## src/rtl/core/ghh_pkg.sv

```systemverilog
`default_nettype none
// ----------------------------------------------------------------------------
// ghh_pkg
// Shared types and constants of the heading-hold steering unit.
// ----------------------------------------------------------------------------
package ghh_pkg;

  localparam int COUNT_BITS = 16;
  localparam int SUM_BITS   = COUNT_BITS + 16;
  localparam int QDEPTH     = 2;

  typedef enum logic [2:0] {
    MODE_TICK    = 3'd0,
    MODE_HEADING = 3'd1,
    MODE_FIX     = 3'd2,
    MODE_SENSOR  = 3'd3,
    MODE_START   = 3'd4,
    MODE_STOP    = 3'd5
  } mode_t;

  typedef enum logic [1:0] {
    PH_IDLE    = 2'd0,
    PH_DRIVE   = 2'd1,
    PH_AVERAGE = 2'd2,
    PH_CONTROL = 2'd3
  } phase_t;

  typedef enum logic [2:0] {
    REG_GAIN   = 3'd0,
    REG_DDELAY = 3'd1,
    REG_ATICKS = 3'd2,
    REG_SPEED  = 3'd3,
    REG_LIMIT  = 3'd4
  } reg_idx_t;

  typedef enum logic [2:0] {
    BS_IDLE,
    BS_EXEC,
    BS_DIV,
    BS_MUL,
    BS_EMIT
  } bstate_t;

  // classified request handed from front to back
  typedef struct packed {
    mode_t       mode;
    logic [15:0] heading;
    logic [3:0]  fix;
    logic        halt;
  } cmd_t;

  typedef struct packed {
    logic signed [11:0] speed_cmd;
    logic signed [11:0] turn_cmd;
    logic [1:0]         phase;
  } result_t;

endpackage
`default_nettype wire

```

## src/rtl/core/ghh_if.sv

```systemverilog
`default_nettype none
// ----------------------------------------------------------------------------
// ghh_in_if / ghh_out_if / ghh_cfg_if
// Valid/ready channels of the steering unit.
// ----------------------------------------------------------------------------
interface ghh_in_if;
  logic        valid;
  logic        ready;
  logic [2:0]  mode;
  logic [16:0] heading_cdeg;
  logic [3:0]  fix_quality;
  logic [7:0]  sensor_bits;
  modport source (output valid, mode, heading_cdeg, fix_quality, sensor_bits,
                  input ready);
  modport sink (input valid, mode, heading_cdeg, fix_quality, sensor_bits,
                output ready);
endinterface

interface ghh_out_if;
  logic               valid;
  logic               ready;
  logic signed [11:0] speed_cmd;
  logic signed [11:0] turn_cmd;
  logic [1:0]         phase;
  modport source (output valid, speed_cmd, turn_cmd, phase, input ready);
  modport sink (input valid, speed_cmd, turn_cmd, phase, output ready);
endinterface

interface ghh_cfg_if;
  logic        valid;
  logic        ready;
  logic [2:0]  index;
  logic [15:0] data;
  modport source (output valid, index, data, input ready);
  modport sink (input valid, index, data, output ready);
endinterface
`default_nettype wire

```

## src/rtl/core/gps_heading_hold_steering_unit.sv

```systemverilog
`default_nettype none
// ----------------------------------------------------------------------------
// gps_heading_hold_steering_unit
// Event-driven straight-line heading-hold steering controller.
// ----------------------------------------------------------------------------
//   channel  dir  payload
//   in_ch    in   mode, heading_cdeg, fix_quality, sensor_bits
//   out_ch   out  speed_cmd, turn_cmd, phase
//   cfg      in   index, data
// A request passes the execute state of the back end; a heading sample during
// averaging then waits in the divide state for the serial divider; a control
// tick adds the multiply and emit states. A two-entry queue decouples
// acceptance from execution. Synchronous reset restores register defaults; no
// clearing pass. A stalled result holds the back end until taken.
module gps_heading_hold_steering_unit (
  input  wire        clk,
  input  wire        rst,
  ghh_in_if.sink     in_ch,
  ghh_out_if.source  out_ch,
  ghh_cfg_if.sink    cfg
);

  ghh_pkg::cmd_t cmd;
  logic          cmd_valid;
  logic          cmd_ready;

  ghh_front u_front (
    .clk       (clk),
    .rst       (rst),
    .in_ch     (in_ch),
    .cmd       (cmd),
    .cmd_valid (cmd_valid),
    .cmd_ready (cmd_ready)
  );

  ghh_back u_back (
    .clk       (clk),
    .rst       (rst),
    .cmd       (cmd),
    .cmd_valid (cmd_valid),
    .cmd_ready (cmd_ready),
    .cfg       (cfg),
    .out_ch    (out_ch)
  );

`ifndef NO_ASSERTIONS
  a_out_phase_idle_zero: assert property (@(posedge clk) disable iff (rst)
    (out_ch.valid && out_ch.phase == ghh_pkg::PH_IDLE) |-> out_ch.speed_cmd == 12'sd0)
    else $error("idle result with nonzero speed");
  a_no_pop_when_busy: assert property (@(posedge clk) disable iff (rst)
    (cmd_ready) |-> !out_ch.valid)
    else $error("back end took command while result pending");
  a_turn_zero_outside_control: assert property (@(posedge clk) disable iff (rst)
    (out_ch.valid && out_ch.phase != ghh_pkg::PH_CONTROL) |-> out_ch.turn_cmd == 12'sd0)
    else $error("turn command outside control");
`endif

endmodule
`default_nettype wire

```

## src/rtl/core/ghh_front.sv

```systemverilog
`default_nettype none
// ----------------------------------------------------------------------------
// ghh_front
// Accepts requests, normalizes the heading and queues classified commands.
// ----------------------------------------------------------------------------
module ghh_front (
  input  wire            clk,
  input  wire            rst,
  ghh_in_if.sink         in_ch,
  output ghh_pkg::cmd_t  cmd,
  output logic           cmd_valid,
  input  wire            cmd_ready
);

  ghh_pkg::cmd_t       q [ghh_pkg::QDEPTH];
  logic                wptr;
  logic                rptr;
  logic [1:0]          count;
  ghh_pkg::cmd_t       c;
  logic [16:0]         hsat;
  logic [16:0]         hred;
  logic                push;
  logic                pop;

  always_comb begin
    hsat = (in_ch.heading_cdeg > 17'd71999) ? 17'd71999 : in_ch.heading_cdeg;
    hred = (hsat > 17'd36000) ? hsat - 17'd36000 : hsat;
    c.mode    = ghh_pkg::mode_t'(in_ch.mode);
    c.heading = hred[15:0];
    c.fix     = in_ch.fix_quality;
    c.halt    = in_ch.sensor_bits[2] | in_ch.sensor_bits[1];
  end

  assign in_ch.ready = (count != 2'(ghh_pkg::QDEPTH));
  assign push        = in_ch.valid & in_ch.ready;
  assign cmd_valid   = (count != 2'd0);
  assign pop         = cmd_valid & cmd_ready;
  assign cmd         = q[rptr];

  always_ff @(posedge clk) begin
    if (push) q[wptr] <= c;
  end

  always_ff @(posedge clk) begin
    if (rst) begin
      wptr  <= 1'b0;
      rptr  <= 1'b0;
      count <= 2'd0;
    end else begin
      if (push) wptr <= ~wptr;
      if (pop) rptr <= ~rptr;
      count <= count + {1'b0, push} - {1'b0, pop};
    end
  end

endmodule
`default_nettype wire

```

## src/rtl/core/ghh_divider.sv

```systemverilog
`default_nettype none
// ----------------------------------------------------------------------------
// ghh_divider
// Restoring divider, one quotient bit per cycle.
// ----------------------------------------------------------------------------
module ghh_divider (
  input  wire                               clk,
  input  wire                               rst,
  input  wire                               start,
  input  wire  [ghh_pkg::SUM_BITS+1:0]      num,
  input  wire  [ghh_pkg::COUNT_BITS+1:0]    den,
  output logic                              done,
  output logic [ghh_pkg::SUM_BITS+1:0]      quo
);

  localparam int NB = ghh_pkg::SUM_BITS + 2;
  localparam int DB = ghh_pkg::COUNT_BITS + 2;
  localparam int CB = $clog2(NB + 1);

  logic [NB-1:0] n;
  logic [DB-1:0] d;
  logic [DB:0]   rem;
  logic [CB-1:0] cnt;
  logic          busy;
  logic [DB:0]   trial;

  assign trial = {rem[DB-1:0], n[NB-1]};
  assign quo   = n;

  always_ff @(posedge clk) begin
    if (rst) begin
      busy <= 1'b0;
      done <= 1'b0;
      cnt  <= '0;
    end else begin
      done <= 1'b0;
      if (start) begin
        busy <= 1'b1;
        cnt  <= CB'(NB);
      end else if (busy) begin
        cnt <= cnt - 1'b1;
        if (cnt == CB'(1)) begin
          busy <= 1'b0;
          done <= 1'b1;
        end
      end
    end
  end

  always_ff @(posedge clk) begin
    if (start) begin
      n   <= num;
      d   <= den;
      rem <= '0;
    end else if (busy) begin
      if (trial >= {1'b0, d}) begin
        rem <= trial - {1'b0, d};
        n   <= {n[NB-2:0], 1'b1};
      end else begin
        rem <= trial;
        n   <= {n[NB-2:0], 1'b0};
      end
    end
  end

endmodule
`default_nettype wire

```

## src/rtl/core/ghh_back.sv

```systemverilog
`default_nettype none
// ----------------------------------------------------------------------------
// ghh_back
// Executes queued commands: phases, timers, heading average, turn term.
// ----------------------------------------------------------------------------
module ghh_back (
  input  wire            clk,
  input  wire            rst,
  input  ghh_pkg::cmd_t  cmd,
  input  wire            cmd_valid,
  output logic           cmd_ready,
  ghh_cfg_if.sink        cfg,
  ghh_out_if.source      out_ch
);

  localparam int CBW = ghh_pkg::COUNT_BITS;
  localparam int SBW = ghh_pkg::SUM_BITS;

  // configuration
  logic [15:0]        gain;
  logic [15:0]        ddelay;
  logic [15:0]        aticks;
  logic signed [11:0] dspeed;
  logic [10:0]        tlimit;

  // state
  ghh_pkg::phase_t    phase_reg;
  ghh_pkg::bstate_t   bs;
  ghh_pkg::bstate_t   bs_next;
  logic               start_pending;
  logic               averaging_on;
  logic [3:0]         fix_reg;
  logic [15:0]        latest_heading;
  logic [15:0]        anchor_heading;
  logic signed [SBW-1:0] diff_sum;
  logic [CBW-1:0]     sample_count;
  logic [15:0]        average_heading;
  logic [15:0]        reference_heading;
  logic [15:0]        drive_timer;
  logic [15:0]        average_timer;
  ghh_pkg::cmd_t      cur;
  logic signed [32:0] product;

  // output register
  ghh_pkg::result_t   res;
  logic               out_valid;

  // divider
  logic               div_start;
  logic               div_done;
  logic [SBW+1:0]     div_num;
  logic [CBW+1:0]     div_den;
  logic [SBW+1:0]     div_quo;

  // execution helpers
  logic signed [17:0] dwrap;
  logic [15:0]        anc_eff;
  logic signed [SBW-1:0] sum_new;
  logic [SBW-1:0]     sum_mag;
  logic signed [17:0] err;
  logic [16:0]        err_mag;
  logic [32:0]        pmag;
  logic [16:0]        wmag;
  logic signed [17:0] avg;
  logic signed [17:0] turn_w;
  logic               drive_due;
  logic               avg_due;

  assign cfg.ready = 1'b1;

  always_ff @(posedge clk) begin
    if (rst) begin
      gain   <= 16'd2684;
      ddelay <= 16'd400;
      aticks <= 16'd400;
      dspeed <= 12'sd307;
      tlimit <= 11'd1024;
    end else if (cfg.valid) begin
      case (ghh_pkg::reg_idx_t'(cfg.index))
        ghh_pkg::REG_GAIN:   gain   <= cfg.data;
        ghh_pkg::REG_DDELAY: ddelay <= cfg.data;
        ghh_pkg::REG_ATICKS: aticks <= cfg.data;
        ghh_pkg::REG_SPEED:  dspeed <= cfg.data[11:0];
        ghh_pkg::REG_LIMIT:  tlimit <= cfg.data[10:0];
        default: ;
      endcase
    end
  end

  ghh_divider u_div (
    .clk   (clk),
    .rst   (rst),
    .start (div_start),
    .num   (div_num),
    .den   (div_den),
    .done  (div_done),
    .quo   (div_quo)
  );

  assign out_ch.valid     = out_valid;
  assign out_ch.speed_cmd = res.speed_cmd;
  assign out_ch.turn_cmd  = res.turn_cmd;
  assign out_ch.phase     = res.phase;

  always_comb begin
    // timers compared after the saturating increment of this tick
    drive_due = (drive_timer + 17'd1) > ({1'b0, ddelay} + 17'(drive_timer == 16'hFFFF));
    avg_due   = (average_timer + 17'd1) >
                ({1'b0, aticks} + 17'(average_timer == 16'hFFFF));

    anc_eff = (sample_count == '0) ? cur.heading : anchor_heading;
    dwrap   = $signed({2'b00, anc_eff}) - $signed({2'b00, cur.heading});
    if (dwrap > 18'sd18000) dwrap = dwrap - 18'sd36000;
    else if (dwrap <= -18'sd18000) dwrap = dwrap + 18'sd36000;
    sum_new = diff_sum + SBW'(dwrap);
    sum_mag = sum_new[SBW-1] ? SBW'(-sum_new) : SBW'(sum_new);
    div_num = {1'b0, sum_mag, 1'b0} + {{(SBW-CBW+2){1'b0}}, sample_count + 1'b1};
    div_den = {1'b0, sample_count + 1'b1, 1'b0};

    err = $signed({2'b00, reference_heading}) - $signed({2'b00, latest_heading});
    if (err < -18'sd18000) err = err + 18'sd36000;
    else if (err > 18'sd18000) err = err - 18'sd36000;
    err_mag = err[17] ? 17'(-err) : 17'(err);

    pmag = product[32] ? 33'(-product) : 33'(product);
    pmag = pmag + 33'd32768;
    wmag = (pmag[32:16] > {6'd0, tlimit}) ? {6'd0, tlimit} : pmag[32:16];
    // negated term: a negative error steers positive
    turn_w = err[17] ? $signed({1'b0, wmag}) : -$signed({1'b0, wmag});

    avg = diff_sum[SBW-1] ? $signed({2'b00, anchor_heading}) + $signed(div_quo[17:0])
                          : $signed({2'b00, anchor_heading}) - $signed(div_quo[17:0]);
    if (avg > 18'sd36000) avg = avg - 18'sd36000;
    else if (avg < 0) avg = avg + 18'sd36000;
  end

  // next state
  always_comb begin
    bs_next = bs;
    case (bs)
      ghh_pkg::BS_IDLE: if (cmd_valid && !out_valid) bs_next = ghh_pkg::BS_EXEC;
      ghh_pkg::BS_EXEC: begin
        bs_next = ghh_pkg::BS_IDLE;
        if (cur.mode == ghh_pkg::MODE_HEADING && averaging_on &&
            sample_count != {CBW{1'b1}}) bs_next = ghh_pkg::BS_DIV;
      end
      ghh_pkg::BS_DIV: if (div_done) bs_next = ghh_pkg::BS_IDLE;
      ghh_pkg::BS_MUL: bs_next = ghh_pkg::BS_EMIT;
      ghh_pkg::BS_EMIT: if (!out_valid || out_ch.ready) bs_next = ghh_pkg::BS_IDLE;
      default: bs_next = ghh_pkg::BS_IDLE;
    endcase
    if (bs == ghh_pkg::BS_EXEC && cur.mode == ghh_pkg::MODE_TICK &&
        phase_reg == ghh_pkg::PH_CONTROL) bs_next = ghh_pkg::BS_MUL;
  end

  // outputs
  always_comb begin
    cmd_ready = (bs == ghh_pkg::BS_IDLE) && !out_valid;
    div_start = (bs == ghh_pkg::BS_EXEC) && (bs_next == ghh_pkg::BS_DIV);
  end

  always_ff @(posedge clk) begin
    if (cmd_valid && cmd_ready) cur <= cmd;
    product <= $signed({1'b0, gain}) * $signed({16'd0, err_mag});
  end

  always_ff @(posedge clk) begin
    if (rst) begin
      bs                <= ghh_pkg::BS_IDLE;
      phase_reg         <= ghh_pkg::PH_IDLE;
      start_pending     <= 1'b0;
      averaging_on      <= 1'b0;
      fix_reg           <= '0;
      latest_heading    <= '0;
      anchor_heading    <= '0;
      diff_sum          <= '0;
      sample_count      <= '0;
      average_heading   <= '0;
      reference_heading <= '0;
      drive_timer       <= '0;
      average_timer     <= '0;
      out_valid         <= 1'b0;
    end else begin
      bs <= bs_next;
      if (out_valid && out_ch.ready) out_valid <= 1'b0;
      case (bs)
        ghh_pkg::BS_EXEC: begin
          case (cur.mode)
            ghh_pkg::MODE_TICK: begin
              if (drive_timer != 16'hFFFF) drive_timer <= drive_timer + 1'b1;
              if (phase_reg == ghh_pkg::PH_DRIVE && drive_due && fix_reg == 4'd1) begin
                average_timer <= '0;
              end else if (average_timer != 16'hFFFF) begin
                average_timer <= average_timer + 1'b1;
              end
              case (phase_reg)
                ghh_pkg::PH_IDLE: if (start_pending) begin
                  start_pending <= 1'b0;
                  phase_reg     <= ghh_pkg::PH_DRIVE;
                end
                ghh_pkg::PH_DRIVE: begin
                  out_valid <= 1'b1;
                  if (drive_due) begin
                    if (fix_reg == 4'd1) begin
                      phase_reg     <= ghh_pkg::PH_AVERAGE;
                      averaging_on  <= 1'b1;
                      res <= '{dspeed, 12'sd0, ghh_pkg::PH_AVERAGE};
                    end else begin
                      phase_reg <= ghh_pkg::PH_IDLE;
                      res <= '{12'sd0, 12'sd0, ghh_pkg::PH_IDLE};
                    end
                  end else begin
                    res <= '{dspeed, 12'sd0, ghh_pkg::PH_DRIVE};
                  end
                end
                ghh_pkg::PH_AVERAGE: begin
                  if (avg_due) begin
                    phase_reg         <= ghh_pkg::PH_CONTROL;
                    reference_heading <= average_heading;
                  end
                end
                default: ;
              endcase
            end
            ghh_pkg::MODE_HEADING: begin
              latest_heading <= cur.heading;
              if (!averaging_on) begin
                sample_count    <= '0;
                diff_sum        <= '0;
                average_heading <= '0;
              end else if (sample_count != {CBW{1'b1}}) begin
                anchor_heading <= anc_eff;
                diff_sum       <= sum_new;
                sample_count   <= sample_count + 1'b1;
              end
            end
            ghh_pkg::MODE_FIX: fix_reg <= cur.fix;
            ghh_pkg::MODE_SENSOR: if (cur.halt) begin
              phase_reg <= ghh_pkg::PH_IDLE;
              out_valid <= 1'b1;
              res <= '{12'sd0, 12'sd0, ghh_pkg::PH_IDLE};
            end
            ghh_pkg::MODE_START: begin
              drive_timer   <= '0;
              start_pending <= 1'b1;
            end
            ghh_pkg::MODE_STOP: begin
              phase_reg    <= ghh_pkg::PH_IDLE;
              averaging_on <= 1'b0;
              out_valid    <= 1'b1;
              res <= '{12'sd0, 12'sd0, ghh_pkg::PH_IDLE};
            end
            default: ;
          endcase
        end
        ghh_pkg::BS_DIV: if (div_done) average_heading <= avg[15:0];
        ghh_pkg::BS_EMIT: if (!out_valid || out_ch.ready) begin
          out_valid <= 1'b1;
          res <= '{dspeed, turn_w[11:0], ghh_pkg::PH_CONTROL};
        end
        default: ;
      endcase
    end
  end

endmodule
`default_nettype wire

```

## src/flat_wrapper.sv

```systemverilog
// flat-port wrapper written by rule: the top's interface ports become plain ports
module gps_heading_hold_steering_unit_flat 
  (clk, rst, in_ch_valid, in_ch_mode, in_ch_heading_cdeg, in_ch_fix_quality, in_ch_sensor_bits, in_ch_ready, out_ch_valid, out_ch_speed_cmd, out_ch_turn_cmd, out_ch_phase, out_ch_ready, cfg_valid, cfg_index, cfg_data, cfg_ready);
  ghh_in_if in_ch_i ();
  ghh_out_if out_ch_i ();
  ghh_cfg_if cfg_i ();
  input  wire clk;
  input  wire rst;
  input wire logic [$bits(in_ch_i.valid)-1:0] in_ch_valid;
  input wire logic [$bits(in_ch_i.mode)-1:0] in_ch_mode;
  input wire logic [$bits(in_ch_i.heading_cdeg)-1:0] in_ch_heading_cdeg;
  input wire logic [$bits(in_ch_i.fix_quality)-1:0] in_ch_fix_quality;
  input wire logic [$bits(in_ch_i.sensor_bits)-1:0] in_ch_sensor_bits;
  output wire logic [$bits(in_ch_i.ready)-1:0] in_ch_ready;
  output wire logic [$bits(out_ch_i.valid)-1:0] out_ch_valid;
  output wire logic [$bits(out_ch_i.speed_cmd)-1:0] out_ch_speed_cmd;
  output wire logic [$bits(out_ch_i.turn_cmd)-1:0] out_ch_turn_cmd;
  output wire logic [$bits(out_ch_i.phase)-1:0] out_ch_phase;
  input wire logic [$bits(out_ch_i.ready)-1:0] out_ch_ready;
  input wire logic [$bits(cfg_i.valid)-1:0] cfg_valid;
  input wire logic [$bits(cfg_i.index)-1:0] cfg_index;
  input wire logic [$bits(cfg_i.data)-1:0] cfg_data;
  output wire logic [$bits(cfg_i.ready)-1:0] cfg_ready;
  assign in_ch_i.valid = in_ch_valid;
  assign in_ch_i.mode = in_ch_mode;
  assign in_ch_i.heading_cdeg = in_ch_heading_cdeg;
  assign in_ch_i.fix_quality = in_ch_fix_quality;
  assign in_ch_i.sensor_bits = in_ch_sensor_bits;
  assign in_ch_ready = in_ch_i.ready;
  assign out_ch_valid = out_ch_i.valid;
  assign out_ch_speed_cmd = out_ch_i.speed_cmd;
  assign out_ch_turn_cmd = out_ch_i.turn_cmd;
  assign out_ch_phase = out_ch_i.phase;
  assign out_ch_i.ready = out_ch_ready;
  assign cfg_i.valid = cfg_valid;
  assign cfg_i.index = cfg_index;
  assign cfg_i.data = cfg_data;
  assign cfg_ready = cfg_i.ready;
  gps_heading_hold_steering_unit u_core (.clk(clk), .rst(rst), .in_ch(in_ch_i), .out_ch(out_ch_i), .cfg(cfg_i));
endmodule
```

## config.mk

```make
export PLATFORM = sky130hd
export DESIGN_NAME = gps_heading_hold_steering_unit_flat
export DESIGN_NICKNAME = d
export VERILOG_FILES = /design/src/rtl/core/ghh_pkg.sv /design/src/rtl/core/ghh_if.sv /design/src/rtl/core/gps_heading_hold_steering_unit.sv /design/src/rtl/core/ghh_front.sv /design/src/rtl/core/ghh_divider.sv /design/src/rtl/core/ghh_back.sv /design/src/flat_wrapper.sv
export SDC_FILE = /design/constraint.sdc
export NUM_CORES = 2
export LEC_CHECK = 0
export BUFFER_PORTS_ARGS = -buffer_cell sky130_fd_sc_hd__buf_2
export CAP_MARGIN = 15
export CORE_ASPECT_RATIO = 1.2
export CORE_MARGIN = 2
export CORE_UTILIZATION = 62
export CTS_BUF_LIST = sky130_fd_sc_hd__clkbuf_4 sky130_fd_sc_hd__clkbuf_8
export CTS_CLUSTER_DIAMETER = 150
export DETAILED_ROUTE_END_ITERATION = 16
export PLACE_DENSITY_LB_ADDON = 0.25
export SYNTH_ARGS = -nofsm -noshare
export SYNTH_HDL_FRONTEND = slang
export SYNTH_SLANG_ARGS = --single-unit
```

## constraint.sdc

```tcl
create_clock -name clk -period 14.7 [get_ports clk]
set_input_delay 0.735 -clock clk [delete_from_list [all_inputs] [get_ports clk]]
set_output_delay 0.735 -clock clk [all_outputs]
set_load 0.01 [all_outputs]
```

Word-level counts from Yosys, hierarchy flattened
Memories as Yosys holds them, arrays and structs flattened. A register that Yosys moved wholly into a read port is not among the register bits.
Index checks and enable logic that the tools add are counted.
- flip-flop bits (word level): 366
- memory bits (writable): 48
- input bits: 56
- word-level logic and storage cells: 242
- memories kept: 1
- memories (memory ; words ; bits a word ; read ports ; clocked after Yosys merged registers in ; write ports ; line ; text):
    u_core.u_front.q ; 2 ; 24 ; 1 ; 1 ; 1 ; ghh_front.sv:15 ; ghh_pkg::cmd_t q [ghh_pkg::QDEPTH];
- $add $sub $neg: 29
- multiply operators: 1
- $lt $le $gt $ge: 12
- equality and inequality tests: 43
- mux-type cells: 71
- bitwise operators: 7
- reductions and logical operators: 45
- operators with widths (operator ; count):
    $mux 16 ; 12
    $mux 26 ; 5
    $mux 18 ; 6
    $mux 32 ; 3
    $pmux 26 s3 ; 1
    $mux 34 ; 2
    $pmux 16 s2 ; 2
    $pmux 26 s2 ; 1
    $gt 17x16->1 const B ; 3
    $add 16x1->16 const B ; 3
    $ne 16x16->1 const B ; 3
    $add 17x17->18 const B ; 2
    $sub 17x17->18 const B ; 2
    $add 16x1->17 ; 2
    $add 16x1->17 const B ; 2
    $add 33x16->34 ; 1
    $gt 17x17->1 ; 2
    $mux 17 ; 2
    $sub 16x16->17 ; 2
    $add 33x16->33 const B ; 1
    $mul 16x17->33 ; 1
    $mux 33 ; 1
    $neg 33->33 ; 1
    $add 32x18->32 ; 1
    59 further kinds ; 147

Logic depth before layout (Yosys ltp)
- depth in word-level cells: 11
- depth in mapped cells: 56
- mapped depth without buffers: 53

Modules after synthesis
Synthesis repeated with hierarchy kept, for this count alone.
- cell total of the unflattened synthesis: 4346
- area, all modules: 37693.7 um^2
- by module, submodules not included (module ; times used ; cells each ; area each (um^2)):
    ghh_back ; 1 ; 3809 ; 31156.1
    ghh_divider ; 1 ; 362 ; 4060.1
    ghh_front ; 1 ; 175 ; 2477.4

Least setup slack after synthesis
Ideal clock, no wire load.
- path type: register -> register
- start: register u_core.u_back.sample_count[0]
- end: register u_core.u_back.u_div.n[18] (netlist: u_core.u_back.u_div.quo[18]) (data pin)
- arrival time: 10.641 ns
- data required time: 14.432 ns
- path slack: 3.791 ns
- stages on the path, launching flop included: 52
- buffers on the path: 4
- clock period less this slack: 10.909 ns
- cell sequence: dfxtp_1 -> inv_1 -> ha_1 -> nor4b_1 -> nand4_1 -> clkbuf_1 -> mux2i_1 -> ha_1 -> fa_1 -> nor2b_1 -> o2111ai_1 -> o21ai_0 -> xor2_1 -> inv_1 -> ha_1 -> a221o_1 -> a211o_1 -> nand4_1 -> [... 16 more ...] -> clkbuf_1 -> clkbuf_1 -> nand2_1 -> xnor2_1 -> ha_1 -> inv_1 -> o21ai_0 -> a21oi_1 -> nor2b_1 -> o21a_1 -> o31a_1 -> o41ai_1 -> o21ai_0 -> a221oi_1 -> o221ai_1 -> a21oi_1 -> xor2_1 -> o21ai_0
- RTL lines (item ; line ; text):
    start, declared ; ghh_back.sv:36 ; logic [CBW-1:0] sample_count;
    start signal, assigned ; ghh_back.sv:234 ; sample_count <= sample_count + 1'b1;
    $add 16x1->16 ; -- ;
    named net u_core.u_back.div_den[1] ; ghh_back.sv:52 ; logic [CBW+1:0] div_den;
    $add 33x16->34 ; ghh_back.sv:117 ; div_num = {1'b0, sum_mag, 1'b0} + {{(SBW-CBW+2){1'b0}}, sample_count + 1'b1};
    $mux 34 ; ghh_divider.sv:51 ; if (start) begin
    end signal, assigned ; ghh_divider.sv:52 ; n <= num;
    end signal, assigned ; ghh_divider.sv:58 ; n <= {n[NB-2:0], 1'b1};
    end signal, assigned ; ghh_divider.sv:61 ; n <= {n[NB-2:0], 1'b0};
    end, declared ; ghh_divider.sv:20 ; logic [NB-1:0] n;
The timed path passes the listed nets, and every way through them passes these cells.
A chain may end at the register's enable or synchronous reset.

Worst setup path in the final report
Same ends and word-level chain as after synthesis.

==> flow_summary.ini <==
[final_layout]
areaGrowthSynthToFinish_pct = 7.55
largest_reg_flops = 48
fillers = 4997
multi_input_area_um2 = 25300
seq_area_um2 = 10200
finalNetCount = 5050
regMostFlops = u_core.u_front.q
drive_gt1_share_pct = 7.19

[worst_setup_path]
arrival_ns = 13.43
path_max_fanout = 31
crit_path_start_kind = register
crit_slowest_cell = a221oi_1
cp-end-kind = register
worst-setup-path-type = register to register
slowest_delay_ns = 0.81
worst-endpoint-required_ns = 15.09

[synth]
synth_cell_types = 96
synth-seq-area-share_pct = 27.2
synth_top_flop_cell = dfxtp_1
ys_ff_latch = 438
synth_area_um2 = 37600
synth_edf_count = 148
yosys_warnings = 0
syn_inst = 4463
async_flop_share_pct = 0
synth.avg_cell_area_um2 = 8.43

[sta]
finalSetupViolCount = 0
max_slew.worst_pin.slew_ns = 1.15
hold_violations = 0
clock_skew_ns = 0.0433
period_minus_slack_ns = 13.04
rsz0062_at_grt = no
fmax_mhz = 76.7
drv_slew = 0
worst_slack_ns = 1.66
setup_tns_ns = 0
finalCritPeriodShare_pct = 88.7
relSlewSlack_pct = 22.5

[hold_path]
holdCritPathClass = input port to register

[drt]
drt-wirelength-per-cell_um = 16.6
via_count = 31200
firstDrtPassIters = 8
drc = 0
routed_wl_um = 89100
antenna_left = 0
viasPerCell = 5.83
drt_iter0_markers = 1888

[clock_tree]
cts_resized = 0
post-cts-setup-buffer-count = 0
clk_pin_slew_worst_paths_ns = 0.06
max-clock-path-buffers = 3
clock-sinks = 438
clock_latency_ns = 0.70
cts_buffers = 76
root_buffer = clkbuf_8
htreeDepth = 3
cts_hold_buffers = 0
cts_tree = done

[global_route]
grt_overflow = 0
grt_pass1_wl_um = 148000
grt_pass1_vias = 30500
grt_max_degree = 127
grtUsageTotal_pct = 28.5
antenna_found_initial = 2

[job]
drv_cap = 0

[status]
outcome = finished clean

[floorplan]
row_count = 98
die-area_um2 = 62700
core_um2 = 59800
die_y_um = 274
start_util_pct = 62.9
die_x_um = 229
io_pins = 85

[placed_design]
port_buffers = 77
place_ws_ns = 1.95
place.gp.congestion = 0.901
dp_hpwl_um = 65700
-- cell type report --
type | instances | area share [%]
sequential | 438 | 25.3
clock inverter | 32 | 0.828
inverter | 406 | 3.76
tap | 800 | 2.47
multi-input combinational | 3446 | 62.4
antenna | 1 | 0.00618
timing repair buffer | 119 | 1.75
clock buffer | 109 | 3.44
-- cells in the mapped netlist (all sizes together) (9+ instances only) --
master / count / area, um2
clkbuf: 170 / 638
o21ai: 196 / 981
nor3: 80 / 405
a21o: 55 / 413
o31a: 15 / 131
o41ai: 11 / 96.3
nor3b: 12 / 95.1
nor2b: 56 / 350
dfxtp: 290 / 5810
a21boi: 17 / 128
a211o: 9 / 78.8
nand3b: 37 / 278
o31ai: 27 / 203
nand2b: 55 / 344
xor2: 118 / 1030
nand3: 80 / 400
ha: 293 / 3670
inv: 406 / 1520
mux2: 30 / 338
and4: 12 / 105
nand2: 606 / 2270
nor2: 335 / 1260
o21bai: 18 / 135
mux2i: 37 / 370
nand4: 35 / 219
o21a: 48 / 360
xnor2: 201 / 1790
and3: 47 / 294
or4: 13 / 97.6
o22ai: 9 / 56.3
o211ai: 20 / 150
a22oi: 51 / 383
o311ai: 9 / 78.8
or3: 31 / 199
or2: 22 / 138
and2: 132 / 826
o311a: 9 / 90.1
nor4: 30 / 188
a211oi: 37 / 283
fa: 214 / 4280
a41oi: 11 / 96.3
edfxtp: 148 / 4440
a21oi: 289 / 1450
buf: 18 / 87.6
a31oi: 32 / 200
-- cells by family after synthesis --
logic type / share of synthesized area, %
AO/OA/AOI/OAI: 15.8
XOR/XNOR: 7.49
adder cells (fa/ha/maj): 21.1
buffers and inverters: 5.98
flip-flops: 27.2
multiplexers: 1.94
other: 0.0200
AND/OR/NAND/NOR: 20.4
-- placed cells by master (no fill, tap or decap), types with 32 or more instances in the layout --
cell type / instances
a211oi_1: 35
o21a_1: 48
a21oi_1: 288
buf_4: 42
and3_1: 47
a31oi_1: 32
edfxtp_1: 148
mux2i_1: 37
nand2b_1: 55
a22oi_1: 51
xnor2_1: 195
inv_1: 403
fa_1: 214
buf_2: 76
o21ai_0: 183
ha_1: 293
dfxtp_1: 290
nor2_1: 334
nor2b_1: 56
nand3b_1: 37
xor2_1: 117
nand3_1: 80
a21o_1: 55
and2_1: 132
nand2_1: 606
nand4_1: 35
clkbuf_8: 92
nor3_1: 77
-- per-stage QoR --
step / hold WS [ns] / cell area, um2 / cells / utilization (%)
after floorplan: 0.424 / 37700 / 4478 / -
after global placement: 0.439 / 38800 / 5209 / 64.8
after detailed placement: 0.441 / 38800 / 5209 / 64.8
after CTS: 0.201 / 40500 / 5350 / 67.7
after global routing: 0.224 / 40500 / 5351 / 67.7
final: 0.249 / 40500 / 5351 / 67.7
-- final timing paths --
check                                                       from                                to  slack [ns]  cells after the start
worst min-delay path                        in_ch_fix_quality[2]            u_core.u_front.q[0][3]        0.25                      1
worst max register to register     u_core.u_back.sample_count[0]       u_core.u_back.u_div.quo[18]        1.66                     48
worst max-delay path               u_core.u_back.sample_count[0]       u_core.u_back.u_div.quo[18]        1.66                     48
worst min register to register  u_core.u_back.average_heading[9]  u_core.u_back.average_heading[9]        0.45                      2
-- per-layer routing --
metal	wire length (um)	global-route usage (%)	vias to the layer above
met5	0	0	-
met3	4400	3.77	221
met2	44200	50.7	789
met1	36700	34.6	14900
met4	3770	12.8	0
li1	-	-	15400
-- worst max-delay path, delay by kind of cell, from the launching register on --
| kind | cells | cell delay [ns] |
|---|---|---|
| xor+xnor | 4 | 1.57 |
| buf+inv | 5 | 0.88 |
| compound gates | 22 | 5.94 |
| flops | 1 | 0.33 |
| simple gates | 10 | 2.00 |
| mux | 1 | 0.18 |
| fa+ha+maj | 6 | 1.80 |
Power is not shown: default switching activity piles up to over one toggle a cycle in this logic, so the estimate is an artifact.
